File: src/hw/rtl/tterm_pkg.sv
// ----------------------------------------------------------------------------
// tterm_pkg
// Shared types, geometry constants and character codes of the text terminal.
// ----------------------------------------------------------------------------
package tterm_pkg;

  // screen geometry
  localparam int COLUMNS    = 80;
  localparam int ROWS       = 25;
  localparam int TAB_WIDTH  = 4;
  localparam int CELL_COUNT = ROWS * COLUMNS;
  localparam int COPY_COUNT = (ROWS - 1) * COLUMNS;

  localparam int ADDR_W = $clog2(CELL_COUNT);
  localparam int ROW_W  = $clog2(ROWS);
  localparam int COL_W  = $clog2(COLUMNS);
  // holds a column that has stepped past the last one, tab included
  localparam int NEXT_W = $clog2(COLUMNS + TAB_WIDTH);
  localparam int TAB_STOPS = (COLUMNS - 1) / TAB_WIDTH + 1;

  localparam int CFG_IDX_W  = 2;
  localparam int CFG_DATA_W = 4;

  localparam logic [CFG_IDX_W-1:0] CFG_BACK_COLOR = 2'd0;
  localparam logic [CFG_IDX_W-1:0] CFG_FORE_COLOR = 2'd1;

  localparam logic [3:0] BACK_RESET = 4'h0;
  localparam logic [3:0] FORE_RESET = 4'hF;

  localparam logic [15:0] BLANK_WORD = 16'h0F20;

  localparam logic [7:0] CHR_BS        = 8'h08;
  localparam logic [7:0] CHR_TAB       = 8'h09;
  localparam logic [7:0] CHR_LF        = 8'h0A;
  localparam logic [7:0] CHR_CR        = 8'h0D;
  localparam logic [7:0] CHR_SPACE     = 8'h20;
  localparam logic [7:0] CHR_PRINT_MAX = 8'h7F;

  typedef enum logic [1:0] {
    ACT_PUT       = 2'd0,
    ACT_CLEAR     = 2'd1,
    ACT_BACKSPACE = 2'd2,
    ACT_READ      = 2'd3
  } action_e;

  typedef enum logic [2:0] {
    ST_INIT,
    ST_IDLE,
    ST_CLEAR,
    ST_SCROLL,
    ST_DONE
  } state_e;

  typedef struct packed {
    action_e     action;
    logic [7:0]  char_code;
    logic [10:0] read_index;
  } in_item_t;

  typedef struct packed {
    logic [15:0] read_data;
    logic [4:0]  cursor_row;
    logic [6:0]  cursor_col;
    logic [10:0] cursor_location;
  } out_item_t;

  // what a request does to the cell store
  typedef struct packed {
    logic              wr_en;
    logic [ADDR_W-1:0] wr_addr;
    logic [15:0]       wr_data;
    logic              scroll;
  } plan_t;

  // cursor as reported in a result
  typedef struct packed {
    logic [4:0]  row;
    logic [6:0]  col;
    logic [10:0] location;
  } cursor_t;

  function automatic logic [ADDR_W-1:0] cell_addr(input logic [ROW_W-1:0] row,
                                                  input logic [COL_W-1:0] col);
    cell_addr = ADDR_W'(ADDR_W'(row) * ADDR_W'(COLUMNS) + ADDR_W'(col));
  endfunction

endpackage

File: src/hw/rtl/tterm_cursor.sv
// ----------------------------------------------------------------------------
// tterm_cursor
// Cursor registers and the per-request cursor move and cell write decision.
// ----------------------------------------------------------------------------
module tterm_cursor (
  input  logic               clk_i,
  input  logic               rst_ni,
  input  logic               accept_i,
  input  tterm_pkg::in_item_t item_i,
  input  logic [3:0]         back_i,
  input  logic [3:0]         fore_i,
  output tterm_pkg::plan_t   plan_o,
  output tterm_pkg::cursor_t cursor_o
);

  logic [tterm_pkg::ROW_W-1:0]  row_q, row_d;
  logic [tterm_pkg::COL_W-1:0]  col_q, col_d;
  logic [tterm_pkg::COL_W-1:0]  col_dec;
  logic [tterm_pkg::NEXT_W-1:0] col_n, tab_next;
  logic [tterm_pkg::ROW_W:0]    row_n;
  logic [7:0]                   code;

  assign code    = item_i.char_code;
  assign col_dec = (col_q != '0) ? col_q - 1'b1 : '0;

  // next tab stop, always at least one step on
  always_comb begin
    tab_next = tterm_pkg::NEXT_W'(tterm_pkg::TAB_STOPS * tterm_pkg::TAB_WIDTH);
    for (int k = tterm_pkg::TAB_STOPS; k >= 1; k--) begin
      if (tterm_pkg::NEXT_W'(col_q) < tterm_pkg::NEXT_W'(k * tterm_pkg::TAB_WIDTH)) begin
        tab_next = tterm_pkg::NEXT_W'(k * tterm_pkg::TAB_WIDTH);
      end
    end
  end

  always_comb begin
    col_n          = tterm_pkg::NEXT_W'(col_q);
    row_n          = (tterm_pkg::ROW_W + 1)'(row_q);
    plan_o.wr_en   = 1'b0;
    plan_o.wr_addr = tterm_pkg::cell_addr(row_q, col_q);
    plan_o.wr_data = {back_i, fore_i, code};
    plan_o.scroll  = 1'b0;
    case (item_i.action)
      tterm_pkg::ACT_PUT: begin
        if (code == tterm_pkg::CHR_BS) begin
          col_n = tterm_pkg::NEXT_W'(col_dec);
        end else if (code == tterm_pkg::CHR_TAB) begin
          col_n = tab_next;
        end else if (code == tterm_pkg::CHR_CR) begin
          col_n = '0;
        end else if (code == tterm_pkg::CHR_LF) begin
          col_n = '0;
          row_n = row_n + 1'b1;
        end else if (code >= tterm_pkg::CHR_SPACE && code <= tterm_pkg::CHR_PRINT_MAX) begin
          plan_o.wr_en = 1'b1;
          col_n        = col_n + 1'b1;
        end
        // line wrap, then scroll off the bottom
        if (col_n >= tterm_pkg::NEXT_W'(tterm_pkg::COLUMNS)) begin
          col_n = '0;
          row_n = row_n + 1'b1;
        end
        if (row_n >= (tterm_pkg::ROW_W + 1)'(tterm_pkg::ROWS)) begin
          plan_o.scroll = 1'b1;
          row_n         = (tterm_pkg::ROW_W + 1)'(tterm_pkg::ROWS - 1);
        end
      end
      tterm_pkg::ACT_CLEAR: begin
        col_n = '0;
        row_n = '0;
      end
      tterm_pkg::ACT_BACKSPACE: begin
        // step back, erase, the second step lands on the erased cell
        plan_o.wr_en   = 1'b1;
        plan_o.wr_addr = tterm_pkg::cell_addr(row_q, col_dec);
        plan_o.wr_data = {back_i, fore_i, tterm_pkg::CHR_SPACE};
        col_n          = tterm_pkg::NEXT_W'(col_dec);
      end
      default: begin
      end
    endcase
  end

  assign row_d = row_n[tterm_pkg::ROW_W-1:0];
  assign col_d = col_n[tterm_pkg::COL_W-1:0];

  always_ff @(posedge clk_i or negedge rst_ni) begin
    if (!rst_ni) begin
      row_q <= '0;
      col_q <= '0;
    end else if (accept_i) begin
      row_q <= row_d;
      col_q <= col_d;
    end
  end

  assign cursor_o.row      = 5'(row_q);
  assign cursor_o.col      = 7'(col_q);
  assign cursor_o.location = 11'(tterm_pkg::cell_addr(row_q, col_q));

endmodule

File: config.mk
export PLATFORM = sky130hd
export DESIGN_NAME = tterm_cursor
export DESIGN_NICKNAME = d
export VERILOG_FILES = /design/src/hw/rtl/tterm_pkg.sv /design/src/hw/rtl/tterm_cursor.sv
export SDC_FILE = /design/constraint.sdc
export NUM_CORES = 1
export LEC_CHECK = 0
export BUFFER_PORTS_ARGS = -buffer_cell sky130_fd_sc_hd__buf_2
export CAP_MARGIN = 10
export CORE_ASPECT_RATIO = 1.5
export CORE_MARGIN = 2
export CORE_UTILIZATION = 47
export DETAILED_ROUTE_END_ITERATION = 8
export PLACE_DENSITY = 0.85
export SETUP_SLACK_MARGIN = 0.02
export SYNTH_ARGS = -nofsm -noshare
export SYNTH_HDL_FRONTEND = slang
export SYNTH_SLANG_ARGS = --single-unit
File: constraint.sdc
create_clock -name clk_i -period 4.55 [get_ports clk_i]
set_input_delay 1.1375 -clock clk_i [delete_from_list [all_inputs] [get_ports clk_i]]
set_output_delay 1.1375 -clock clk_i [all_outputs]
set_load 0.02 [all_outputs]
After elaboration in Yosys (flattened, before gate mapping)
Cells that the tools add are included.
{ "totals": {"out_inout_bits": 52, "ff_bits": 12} }
{ "classes": {"n_reduce_logical": 7, "eq_ne": 6, "order_cmp": 23, "n_mux": 46, "add_sub_neg": 6, "mul": 1} }
{ "ops": {"columns": ["op", "count"], "rows": [
  ["7-bit 2-to-1 mux", 25],
  ["7-bit by 6-bit < comparator with 1-bit output, second input constant", 8],
  ["6-bit 2-to-1 mux", 7],
  ["8-bit by 4-bit equality test with 1-bit output, second input constant", 4],
  ["7-bit by 5-bit < comparator with 1-bit output, second input constant", 4],
  ["7-bit < comparator, second input constant", 4],
  ["27-bit 2-to-1 mux", 1],
  ["11-bit by 7-bit adder with 11-bit output", 2],
  ["7-bit one-hot mux with 3 select lines", 1],
  ["5-bit 2-to-1 mux", 3],
  ["7-bit by 4-bit < comparator with 1-bit output, second input constant", 2],
  ["5-bit one-hot mux with 2 select lines", 1],
  ["8-bit by 6-bit greater-or-equal comparator with 1-bit output, second input constant", 1],
  ["8-bit by 7-bit less-or-equal comparator with 1-bit output, second input constant", 1],
  ["7-bit by 1-bit adder with 7-bit output, second input constant", 1],
  ["7-bit greater-or-equal comparator, second input constant", 1],
  ["7-bit by 3-bit < comparator with 1-bit output, second input constant", 1],
  ["5-bit by 3-bit multiplier with 7-bit output, second input constant", 1],
  ["1-bit 2-to-1 mux", 7],
  ["7-bit nonzero test", 1],
  ["7-bit by 1-bit subtractor with 7-bit output, second input constant", 1],
  ["5-bit by 1-bit adder with 6-bit output, second input constant", 1],
  ["6-bit by 1-bit adder with 6-bit output, second input constant", 1],
  ["6-bit by 5-bit greater-or-equal comparator with 1-bit output, second input constant", 1],
  ["8 further kinds", 9]
]} }

Longest topological paths before layout
Gate-level depths: netlist (run 1).
{ "depth": {"depth_word": 29, "ltp_mapped": 15, "mapped_depth_nobuf": 14} }

Least setup slack after synthesis (run 1)
No wires, ideal clock.
{ "synth_timing": {"path_type": "input port to output port", "start": "in item_i[11] in the netlist's numbering", "end": "out plan_o[0] in the netlist's numbering", "required_time_ns": 3.413, "arrival_time_ns": 3.914, "stages": 12, "n_path_buf": 2, "path_slack_ns": -0.502, "path_cell_list": "buf_6 -> or4b_1 -> nor2_1 -> buf_2 -> nand2_1 -> o21ai_0 -> ha_1 -> o31ai_1 -> or3_1 -> a221oi_2 -> o22ai_2 -> a21boi_0"} }
{ "synth_lines": {"columns": ["item", "line", "source"], "rows": [
  ["start, declared", "tterm_cursor.sv:9", "input tterm_pkg::in_item_t item_i,"],
  ["end, declared", "tterm_cursor.sv:12", "output tterm_pkg::plan_t plan_o,"]
]} }

==> results of run 1 <==
[routing by layer]
layer	GRT usage	routed length, um
met5	0	0
met4	0.09630	243
met3	0.02552	432
met2	0.4911	4199
met1	0.2751	2877
[registers in the layout, summed over array words and instances (netlist names)]
name and flops:
col_q 7, row_q 5
[cells in the final DEF, fill, tap and decap left out, types with 3 or more instances in the layout]
cell type and count:
o22ai_1 4, o21ai_0 17, inv_1 20, nand2_1 29, xor2_1 7, buf_6 4, buf_4 36, a31oi_1 4
nor2b_1 14, nand4_1 5, clkbuf_8 3, ha_1 19, buf_2 52, nor2_1 15, nand3_1 9, nor3_1 4
nor3b_1 4, fa_1 3, and3_1 3, dfrtp_1 12, a21boi_0 3, a21oi_1 19, nor4_1 6, xnor2_1 11
nand2b_1 4, and2_1 3, a21o_1 6, a221oi_1 3
[cell families after synthesis]
| family | synth area share |
|---|---|
| compound gates | 0.2747 |
| xor+xnor | 0.07136 |
| flops | 0.1223 |
| mux | 0.01733 |
| fa+ha+maj | 0.1315 |
| buf+inv | 0.1035 |
| simple gates | 0.2793 |
[what timing repair did]
action / CTS / global route
setup buffers: 3 / 2
gates resized for setup: 10 / 8
setup endpoints to repair: 1 / 2
pin swaps: 8 / 5
[power by group through the flow]
| stage | Combinational, uW | Sequential [uW] | Clock (uW) |
|---|---|---|---|
| after floorplan | 574 | 185 | 0 |
| after global placement | 799 | 168 | 0 |
| after detailed placement | 826 | 170 | 0 |
| after CTS | 847 | 168 | 96.3 |
| after global routing | 941 | 173 | 101 |
| final | 878 | 170 | 94.5 |
[critical path: stages]
cell,delay [ns]
buf_6,0.09
or4b_4,0.57
nor2_4,0.21
xnor2_2,0.16
ha_4,0.21
o31ai_4,0.09
or3_4,0.39
a221oi_4,0.28
o22ai_2,0.13
a21boi_2,0.13
buf_4,0.14
[worst min path at each step]
stage	start	endpoint	slack [ns]
final	col_q[3]	col_q[3]	0.60
after global routing	col_q[3]	col_q[3]	0.67
after CTS	col_q[3]	col_q[3]	0.60
after detailed placement	col_q[3]	col_q[3]	0.59
after global placement	col_q[3]	col_q[3]	0.56
after floorplan	col_q[1]	col_q[1]	0.76
[stage by stage]
stage / cells / total power, uW / cell area [um2]
finish: 460 / 1143 / 3085
detailed placement: 452 / 995.7 / 2897
global route: 460 / 1216 / 3085
global placement: 452 / 967.4 / 2897
floorplan: 329 / 759.7 / 2484
CTS: 458 / 1111 / 3024
[area by class of cell]
cell class | instances | area share
multi-input combinational | 265 | 0.6509
timing repair buffer | 92 | 0.1865
sequential | 12 | 0.09732
tap | 68 | 0.02758
inverter | 20 | 0.02433
clock buffer | 3 | 0.01338
==> results by group, run 1 <==
Outcome
  – Status: finished, violations left
  – Failing checks: setup timing

Clock tree
  – CTS max path bufs: 2
  – Worst-path clk slew: 0.05 ns
  – Root Driver: clkbuf_8
  – Hold-fix buffers, CTS: 0
  – CTS Buf Count: 3
  – TritonCTS clock tree: built
  – Clock sink count: 12
  – H-Tree Depth: 1
  – Clock latency at the later pin of the worst-skew pair: 0.24 ns

Placed design
  – Routability congestion estimate: 0.9037
  – Final HPWL DP: 5.706 mm
  – Post-place setup slack: -0.1516 ns
  – IO Port Bufs: 56

Worst setup path
  – CP Launch Type: primary input
  – Worst Setup SP: item_i[15]
  – Crit Path Category: primary input to output port
  – Worst Path Required: 3.41 ns
  – Crit Path Max Fanout: 4
  – RR Startpoint: row_q[1]
  – Setup crit end kind: output port
  – WP data arrival: 3.55 ns
  – Setup slack, reg-to-reg: 1.10 ns
  – Reg2reg end: row_q[2]
  – CP Capture Point: plan_o[0]
  – R2R depth: 12

Hold path
  – HP Class: flop to flop
  – Hold Path Cell Cnt: 2

Pwr
  – P_sw: 611.4 uW
  – Switching Fraction: 0.5351
  – Seq pwr share: 0.149
  – Peak supply drop: 0.2378 mV
  – P per Cell Area: 370.3 nW/um2
  – Clock power frac: 0.083
  – Gate power share: 0.769
  – P_int: 531.1 uW
  – Pleak: 0.001480 uW

Floorplanning
  – Die width: 63.01 um
  – Core area: 5085 um2
  – Die Ht: 92.52 um
  – Ports: 84
  – Site Rows: 32
  – Die area: 5829 um2
  – Initial Util: 0.4828

Synth
  – Warnings from Yosys: 0
  – Number of synthesized flops with an enable pin: 0
  – Synth Flop Type: dfrtp_1
  – Post-Synthesis Net Count: 385
  – FF+latch count, synth: 12
  – Mapped Avg Cell Area: 7.462 um2
  – Top-count cell post-synth: nand2_1
  – Post-synthesis cell count: 329
  – Unique masters post-synth: 73
  – Share of the synthesized area in the top cell type: 0.1223
  – Most frequent cells after synthesis: 30 x nand2_1, 21 x ha_1, 20 x a21oi_1, 20 x inv_1, 18 x o21ai_0
  – Sequential area share after synthesis: 0.1223
  – Ys async rst share: 1.000
  – Top cells by area, synth: dfrtp_1 12%, ha_1 11%, xnor2_1 4.6%, nand2_1 4.6%, a21oi_1 4.1%
  – Cell Area, Synth: 2455 um2
  – Area leader, netlist: dfrtp_1

Global routing
  – Global route total overflow: 0
  – Initial antenna violation count: 0
  – Vias in the first global route: 2684
  – Pin count of the biggest net entering global routing: 18
  – First-pass GRT wire length: 12.15 mm
  – Total track usage: 0.2529

Finish
  – Final Core Density: 0.6068
  – P&R area growth vs syn: 25.69%
  – Layout Nets: 450
  – Multi-input logic area: 2008 um2
  – Layout cells sized above 1: 0.3265
  – ANT cells: 0
  – Fillcell total: 444
  – FF+latch area: 300.3 um2

Timing
  – Final setup margin: -0.1408 ns
  – Max Slew Vio Count: 0
  – Clock skew: 0.0005627 ns
  – Fmax: 213.2 MHz
  – Post-Route Setup TNS: -0.1408 ns
  – Worst-margin pin slew: 0.9611 ns
  – Hold Slack: 0.6033 ns
  – Slew HR: 0.3525
  – Final setup viols: 1
  – Fin crit period: 4.691 ns
  – Hold Fails Final Rpt: 0
  – RSZ-0062 raised after global routing: true
  – Final Cycle Share: 1.031

Routing
  – 1st-pass router iterations: 5
  – Wire per inst: 16.85 um
  – DRC Markers: 0
  – WL final: 7.752 mm
  – Vias: 2856
  – Antenna Violating Nets Remaining: 0
  – Drt via density: 6.209
  – DR iter-0 viols: 250

Run
  – Max_cap viols: 0
No activity file was read; power rests on OpenSTA's default activity.
==> run 2: changes to the inputs <==
--- a/config.mk
+++ b/config.mk
@@ -5,13 +5,14 @@
 export SDC_FILE = /design/constraint.sdc
 export NUM_CORES = 1
 export LEC_CHECK = 0
+export ABC_AREA = 1
 export BUFFER_PORTS_ARGS = -buffer_cell sky130_fd_sc_hd__buf_2
 export CAP_MARGIN = 10
 export CORE_ASPECT_RATIO = 1.5
 export CORE_MARGIN = 2
 export CORE_UTILIZATION = 47
 export DETAILED_ROUTE_END_ITERATION = 8
-export PLACE_DENSITY = 0.85
+export PLACE_DENSITY = 0.84
 export SETUP_SLACK_MARGIN = 0.02
 export SYNTH_ARGS = -nofsm -noshare
 export SYNTH_HDL_FRONTEND = slang
==> run 2 against run 1 <==
Effect of this change:
- the flow now finishes without violations
- fmax is 8.6% higher
- sequential power is 17% higher
- count of clock-buffer cells in the layout is 1 higher
- flip-flop and latch count stayed put
- critical endpoint is now plan_o[27]
- largest cell class unchanged
==> results by group, run 2 <==
Placed design
  – Final HPWL DP: 5.468 mm (-4.2%)
  – Routability congestion estimate: 0.9363 (+3.6%)
  – Cell Area, Placed: 2828 um2 (-2.4%)
  – Placed Instances: 505 (+12%)
  – IO Port Bufs: 56 (unchanged)

Synth
  – Post-synthesis cell count: 393 (+19%)
  – Mapped Avg Cell Area: 6.482 um2 (-13%)
  – Post-Synthesis Net Count: 449 (+17%)
  – Unique masters post-synth: 45 (-38%)
  – Warnings from Yosys: 0 (unchanged)
  – Top cells by area, synth: nand2_1 14%, dfrtp_1 12%, ha_1 10%, inv_1 7.2%, nand3_1 5.5%
  – Synth Flop Type: dfrtp_1
  – Most frequent cells after synthesis: 96 x nand2_1, 49 x inv_1, 33 x nor2_1
  – Top-count cell post-synth: nand2_1
  – FF+latch count, synth: 12 (unchanged)
  – Ys async rst share: 1.000 (unchanged)
  – Area leader, netlist: nand2_1
  – Cell Area, Synth: 2547 um2 (+3.8%)
  – Number of synthesized flops with an enable pin: 0 (unchanged)
  – Share of the synthesized area in the top cell type: 0.1415 (+0.01913)
  – Sequential area share after synthesis: 0.1179 (-0.004446)

Pwr
  – P_int: 608.4 uW (+15%)
  – P_sw: 851.9 uW (+39%)
  – Pleak: 0.001581 uW (+6.8%)
  – Seq pwr share: 0.136 (-0.013)
  – P per Cell Area: 506.3 nW/um2 (+37%)
  – Gate power share: 0.782 (+0.013)
  – Peak supply drop: 0.3549 mV (+49%)
  – Switching Fraction: 0.5834 (+0.04822)
  – Clock power frac: 0.082 (about the same)

Finish
  – Final Core Density: 0.5541 (-0.05270)
  – ANT cells: 0 (unchanged)
  – Most frequent cells in the layout: 96 x nand2_1, 56 x buf_2, 48 x inv_1, 33 x nor2_1, 28 x nand3_1
  – Max FFs per register: 7 (unchanged)
  – Layout cells sized above 1: 0.2744 (-0.05215)
  – Design area: 2884 um2 (-6.5%)
  – Layout Cells excl Fill: 509 (+11%)
  – P&R area growth vs syn: 13.21%
  – Biggest register: col_q
  – Layout Nets: 498 (+11%)
  – Commonest non-fill, non-tap cell in the layout: nand2_1
  – Largest regs: col_q (7), row_q (5)

Floorplanning
  – Initial Util: 0.4894 (+0.006648)
  – Ports: 84 (unchanged)
  – Die Ht: 94.17 um (+1.8%)
  – Die area: 6037 um2 (+3.6%)
  – Core area: 5205 um2 (+2.4%)
  – Die width: 64.11 um (+1.7%)
  – Site Rows: 32 (unchanged)

Timing
  – Fmax: 231.5 MHz (+8.6%)
  – RSZ-0062 raised after global routing: false
  – Post-Route Setup TNS: 0 ns (+0.1408 ns)
  – Clock skew: 0.004153 ns (+0.003590 ns)
  – Max Slew Vio Count: 0 (unchanged)
  – Final Cycle Share: 0.9495 (-0.08146)
  – Slew HR: 0.4032 (+0.05070)
  – Hold Slack: 0.6724 ns (+0.06917 ns)
  – Fin crit period: 4.320 ns (-0.3706 ns)
  – Hold Fails Final Rpt: 0 (unchanged)
  – Worst-margin pin slew: 0.8919 ns (-0.06919 ns)
  – Final setup viols: 0 (-1)

Global routing
  – Vias in the first global route: 2577 (-4.0%)
  – Total track usage: 0.2283 (-0.02460)
  – First-pass GRT wire length: 11.15 mm (-8.2%)
  – Initial antenna violation count: 0 (unchanged)
  – Pin count of the biggest net entering global routing: 15 (-3)
  – Global route total overflow: 0 (unchanged)

Hold path
  – HP Class: flop to flop

Clock tree
  – TritonCTS clock tree: built
  – CTS max path bufs: 2 (unchanged)
  – CTS Buf Count: 3 (unchanged)
  – H-Tree Depth: 1 (unchanged)
  – Root Driver: clkbuf_8
  – Hold-fix buffers, CTS: 0 (unchanged)
  – Worst-path clk slew: 0.06 ns (about the same)
  – Clock sink count: 12 (unchanged)
  – Clock latency at the later pin of the worst-skew pair: 0.25 ns (about the same)

Routing
  – DR iter-0 viols: 125 (-50%)
  – WL final: 6.713 mm (-13%)
  – Wire per inst: 13.19 um (-22%)
  – Drt via density: 5.354 (-14%)
  – DRC Markers: 0 (unchanged)
  – Antenna Violating Nets Remaining: 0 (unchanged)
  – Vias: 2725 (-4.6%)
  – 1st-pass router iterations: 4 (-1)

Worst setup path
  – Crit Path Category: flop to output port
  – CP Launch Type: flop
  – Cell family with most CP delay: adder cells
  – CP max-delay cell: dfrtp_1
  – Critical Path Stages: 14 (+3)
  – Setup slack, reg-to-reg: 2.15 ns (+1.05 ns)
  – Worst Path Required: 3.41 ns (about the same)
  – WP buf/inv: 4 (+2)
  – Worst Setup SP: col_q[0]
  – WP data arrival: 3.18 ns (-0.37 ns)
  – CP Cell Sequence: inv_1, ha_1, nand2_1, o21ai_0, nand2_1, inv_1, ha_1, inv_1, fa_1, or2_2, a21oi_1, a32oi_1, xnor2_1, buf_2
  – RR Startpoint: col_q[0]
  – Setup crit end kind: output port
  – Cell mode on critical path: inv_1
  – Reg2reg end: row_q[2]
  – Critical path's largest stage delay: 0.37 ns (-0.20 ns)
  – CP Capture Point: plan_o[27]
  – R2R depth: 13 (+1)
  – Crit Path Max Fanout: 6 (+2)

Outcome
  – Status: finished, final reports clean

Run
  – Max_cap viols: 0 (unchanged)
==> run 2: cell types whose count changed after synthesis, sizes merged, moves of 5 or more <==
cell / before / now
o21ai: 20 / 28
o22ai: 5 / 0
nand3: 9 / 34
nand2: 30 / 107
a21oi: 21 / 12
nor2: 16 / 44
xor2: 7 / 15
xnor2: 13 / 4
a21o: 6 / 0
clkbuf: 13 / 3
nor2b: 14 / 0
inv: 20 / 58
nor4: 6 / 0
==> run 2: through the flow <==
step                      setup WS, ns  power [uW]
after CTS                       0.2019        1465
after global placement          0.2767        1307
after global routing           0.02382        1603
after floorplan                 0.4609        1045
final                           0.2298        1460
after detailed placement        0.2278        1344
==> run 2: logic make-up (layout without fill, tap and decap cells) <==
family	count (synthesis)	in the layout	synth area share
buf+inv	80	128	0.1498
simple gates	203	203	0.3998
flops	12	12	0.1179
fa+ha+maj	24	24	0.1267
xor+xnor	19	19	0.07269
compound gates	55	55	0.1331
==> run 2: power by group through the flow <==
stage          clock, uW  sequential (uW)  combinational (uW)
2_1_floorplan          0              225                 821
3_3_place_gp           0              198                1110
3_5_place_dp           0              200                1140
4_1_cts              120              199                1150
5_1_grt              125              207                1270
6_report             119              199                1140
==> run 2: layer usage <==
| layer | GRT usage | share of wire | vias up |
|---|---|---|---|
| li1 | - | - | 1365 |
| met1 | 0.2557 | 0.38 | 1255 |
| met2 | 0.4332 | 0.54 | 86 |
| met3 | 0.02638 | 0.051 | 19 |
| met4 | 0.08511 | 0.026 | 0 |
| met5 | 0 | 0 | - |
==> run 2: tightest hold or removal path: cells and delay by family (launching register included) <==
| family | cells | cell delay, ns |
|---|---|---|
| AND/OR/NAND/NOR | 2 | 0.16 |
| flip-flops | 1 | 0.47 |
==> run 2: cell type report <==
type	count	area, um2
flip-flops and latches	12	301.5
multi-input cells	301	1866
well taps	68	85.08
clock buffers	4	55.05
repair buffers	65	347.8
inverters	59	229.0
fillers	514	2321
==> run 2: worst min path at each step <==
stage,endpoint,cells after the start,start,slack (ns)
2_1_floorplan,row_q[4],2,row_q[4],0.68
5_1_grt,col_q[2],2,col_q[2],0.70
3_5_place_dp,col_q[2],2,col_q[2],0.67
4_1_cts,col_q[2],2,col_q[2],0.67
3_3_place_gp,row_q[2],2,row_q[2],0.65
6_report,row_q[2],2,row_q[2],0.67
==> run 2: timing repair <==
action | in CTS | in global routing
resized for setup | 0 | 2
setup buffers | 0 | 0
endpoints found under the setup margin | 0 | 1
hold endpoints to repair | 0 | 0
==> run 3: changes to the inputs <==
--- a/config.mk
+++ b/config.mk
@@ -9,7 +9,7 @@
 export BUFFER_PORTS_ARGS = -buffer_cell sky130_fd_sc_hd__buf_2
 export CAP_MARGIN = 10
 export CORE_ASPECT_RATIO = 1.5
-export CORE_MARGIN = 2
+export CORE_MARGIN = 1.5
 export CORE_UTILIZATION = 47
 export DETAILED_ROUTE_END_ITERATION = 8
 export PLACE_DENSITY = 0.84
==> run 3 against run 2 <==
Effect of this change:
- die area fell by 2.6%
- core utilization barely moved
- cell count decreased by 0.39%
- count of clock-buffer cells in the layout decreased by 1
- clock power decreased by 18%
- flip-flop and latch count unchanged
==> results by group, run 3 (synthesis results as in run 2) <==
Placed design
  – IO Port Bufs: 56 (unchanged)
  – Final HPWL DP: 5.358 mm (-2.0%)
  – Routability congestion estimate: 0.9109 (-2.7%)

Clock tree
  – Clock sink count: 12 (unchanged)
  – Clock latency at the later pin of the worst-skew pair: 0.24 ns (about the same)
  – CTS Buf Count: 3 (unchanged)
  – Setup bufs post-CTS: 0 (unchanged)
  – Root Driver: clkbuf_8
  – TritonCTS clock tree: built
  – H-Tree Depth: 1 (unchanged)
  – Worst-path clk slew: 0.05 ns (about the same)
  – CTS max path bufs: 2 (unchanged)

Floorplanning
  – Ports: 84 (unchanged)
  – Initial Util: 0.4932 (+0.003794)
  – Die area: 5880 um2 (-2.6%)
  – Die Ht: 93.17 um (-1.1%)
  – Site Rows: 32 (unchanged)
  – Core area: 5165 um2 (-0.77%)
  – Die width: 63.11 um (-1.6%)

Worst setup path
  – CP Launch Type: primary input
  – Crit Path Max Fanout: 9 (+3)
  – WP data arrival: 3.17 ns (about the same)
  – Setup crit end kind: output port
  – Worst Path Required: 3.41 ns (about the same)
  – Crit Path Category: primary input to output port

Finish
  – Layout Nets: 497 (-0.20%)
  – Most frequent cells in the layout: 96 x nand2_1, 56 x buf_2, 48 x inv_1, 33 x nor2_1, 28 x nand3_1
  – Commonest non-fill, non-tap cell in the layout: nand2_1
  – Largest regs: col_q (7), row_q (5)
  – Layout cells sized above 1: 0.2711 (-0.003306)
  – Fillcell total: 489 (-4.9%)
  – Biggest register: col_q
  – Max FFs per register: 7 (unchanged)
  – ANT cells: 0 (unchanged)
  – P&R area growth vs syn: 12.38%

Global routing
  – Total track usage: 0.2310 (+0.002675)
  – Pin count of the biggest net entering global routing: 17 (+2)
  – Global route total overflow: 0 (unchanged)
  – Initial antenna violation count: 0 (unchanged)
  – First-pass GRT wire length: 11.04 mm (-0.99%)
  – Vias in the first global route: 2548 (-1.1%)

Pwr
  – P per Cell Area: 497.5 nW/um2 (-1.7%)
  – Peak supply drop: 0.3051 mV (-14%)
  – Pleak: 0.001569 uW (-0.76%)

Timing
  – Final Cycle Share: 0.9466 (-0.002903)
  – Hold Fails Final Rpt: 0 (unchanged)
  – Fmax: 232.2 MHz (+0.31%)
  – RSZ-0062 raised after global routing: false
  – Post-Route Setup TNS: 0 ns (unchanged)
  – Clock skew: 0.005023 ns (+0.0008699 ns)
  – Worst-margin pin slew: 0.8575 ns (-0.03438 ns)
  – Slew HR: 0.4262 (+0.02301)
  – Final setup viols: 0 (unchanged)
  – Max Slew Vio Count: 0 (unchanged)
  – Fin crit period: 4.307 ns (-0.01321 ns)
  – Hold Slack: 0.6648 ns (-0.007676 ns)

Routing
  – Drt via density: 5.274 (-1.5%)
  – DR iter-0 viols: 166 (+33%)
  – Vias: 2674 (-1.9%)
  – DRC Markers: 0 (unchanged)
  – 1st-pass router iterations: 5 (+1)
  – Antenna Violating Nets Remaining: 0 (unchanged)
  – WL final: 6.596 mm (-1.7%)
  – Wire per inst: 13.01 um (-1.4%)

Run
  – Max_cap viols: 0 (unchanged)

Hold path
  – HP Class: flop to flop

Outcome
  – Status: finished, final reports clean
## run 3: through the flow
stage	cell area, um2	total power [uW]	worst slack [ns]	utilization	std cells
4_1_cts	2861	1434	0.2598	0.5540	507
6_report	2863	1424	0.2431	0.5543	507
3_5_place_dp	2820	1329	0.2685	0.5460	504
5_1_grt	2863	1568	0.05257	0.5543	507
3_3_place_gp	2820	1302	0.2825	0.5460	504
2_1_floorplan	2547	1045	0.4609	-	393
## run 3: path summary, 6_finish.rpt
check	cells after the start	slack (ns)	start	to
min in group asynchronous	1	0.77	rst_ni	col_q[1]
setup / recovery	18	0.24	item_i[14]	plan_o[0]
max in group asynchronous	1	3.53	rst_ni	col_q[2]
setup reg to reg	12	2.20	col_q[3]	row_q[0]
hold / removal	2	0.66	row_q[2]	row_q[2]
hold reg to reg	2	0.66	row_q[2]	row_q[2]
## run 3: per-layer routing
metal	vias up	track usage	routed length, um
li1	1356	-	-
met1	1228	0.2402	2573
met2	71	0.4566	3566
met3	19	0.02768	281
met4	0	0.09444	174
met5	-	0	0
## run 3: where the power goes
| group | internal, uW | switching, uW | total, uW |
|---|---|---|---|
| clock | 58.4 | 39.4 | 97.8 |
| combinational | 392 | 729 | 1120 |
| sequential | 135 | 70.6 | 205 |
| total | 585 | 839 | 1420 |
## run 3: area by class of cell
| type | count | area, um2 | share of cell area |
|---|---|---|---|
| Clock buffer | 3 | 41.29 | 0.01442 |
| Inverter | 59 | 229.0 | 0.07998 |
| Multi-Input combinational cell | 301 | 1866 | 0.6517 |
| Sequential cell | 12 | 301.5 | 0.1053 |
| Tap cell | 68 | 85.08 | 0.02972 |
| Timing Repair Buffer | 64 | 340.3 | 0.1189 |
## run 3: what timing repair did
action | 4_1_cts | 5_1_grt
setup endpoints to repair | 0 | 1
hold buffers | 0 | 0
resized for setup | 0 | 2
## run 3: worst max-delay path: stages
cell     delay [ns]
buf_2          0.09
inv_2          0.05
nor2_2         0.15
nand3_1        0.15
nor2_4         0.30
nor2_1         0.13
nand2_1        0.08
nand3_1        0.14
nand2_1        0.11
nand2_2        0.09
nand2_4        0.14
inv_6          0.06
nand2_2        0.06
nand2_2        0.04
inv_2          0.07
nand3_4        0.09
a21oi_2        0.11
buf_2          0.17
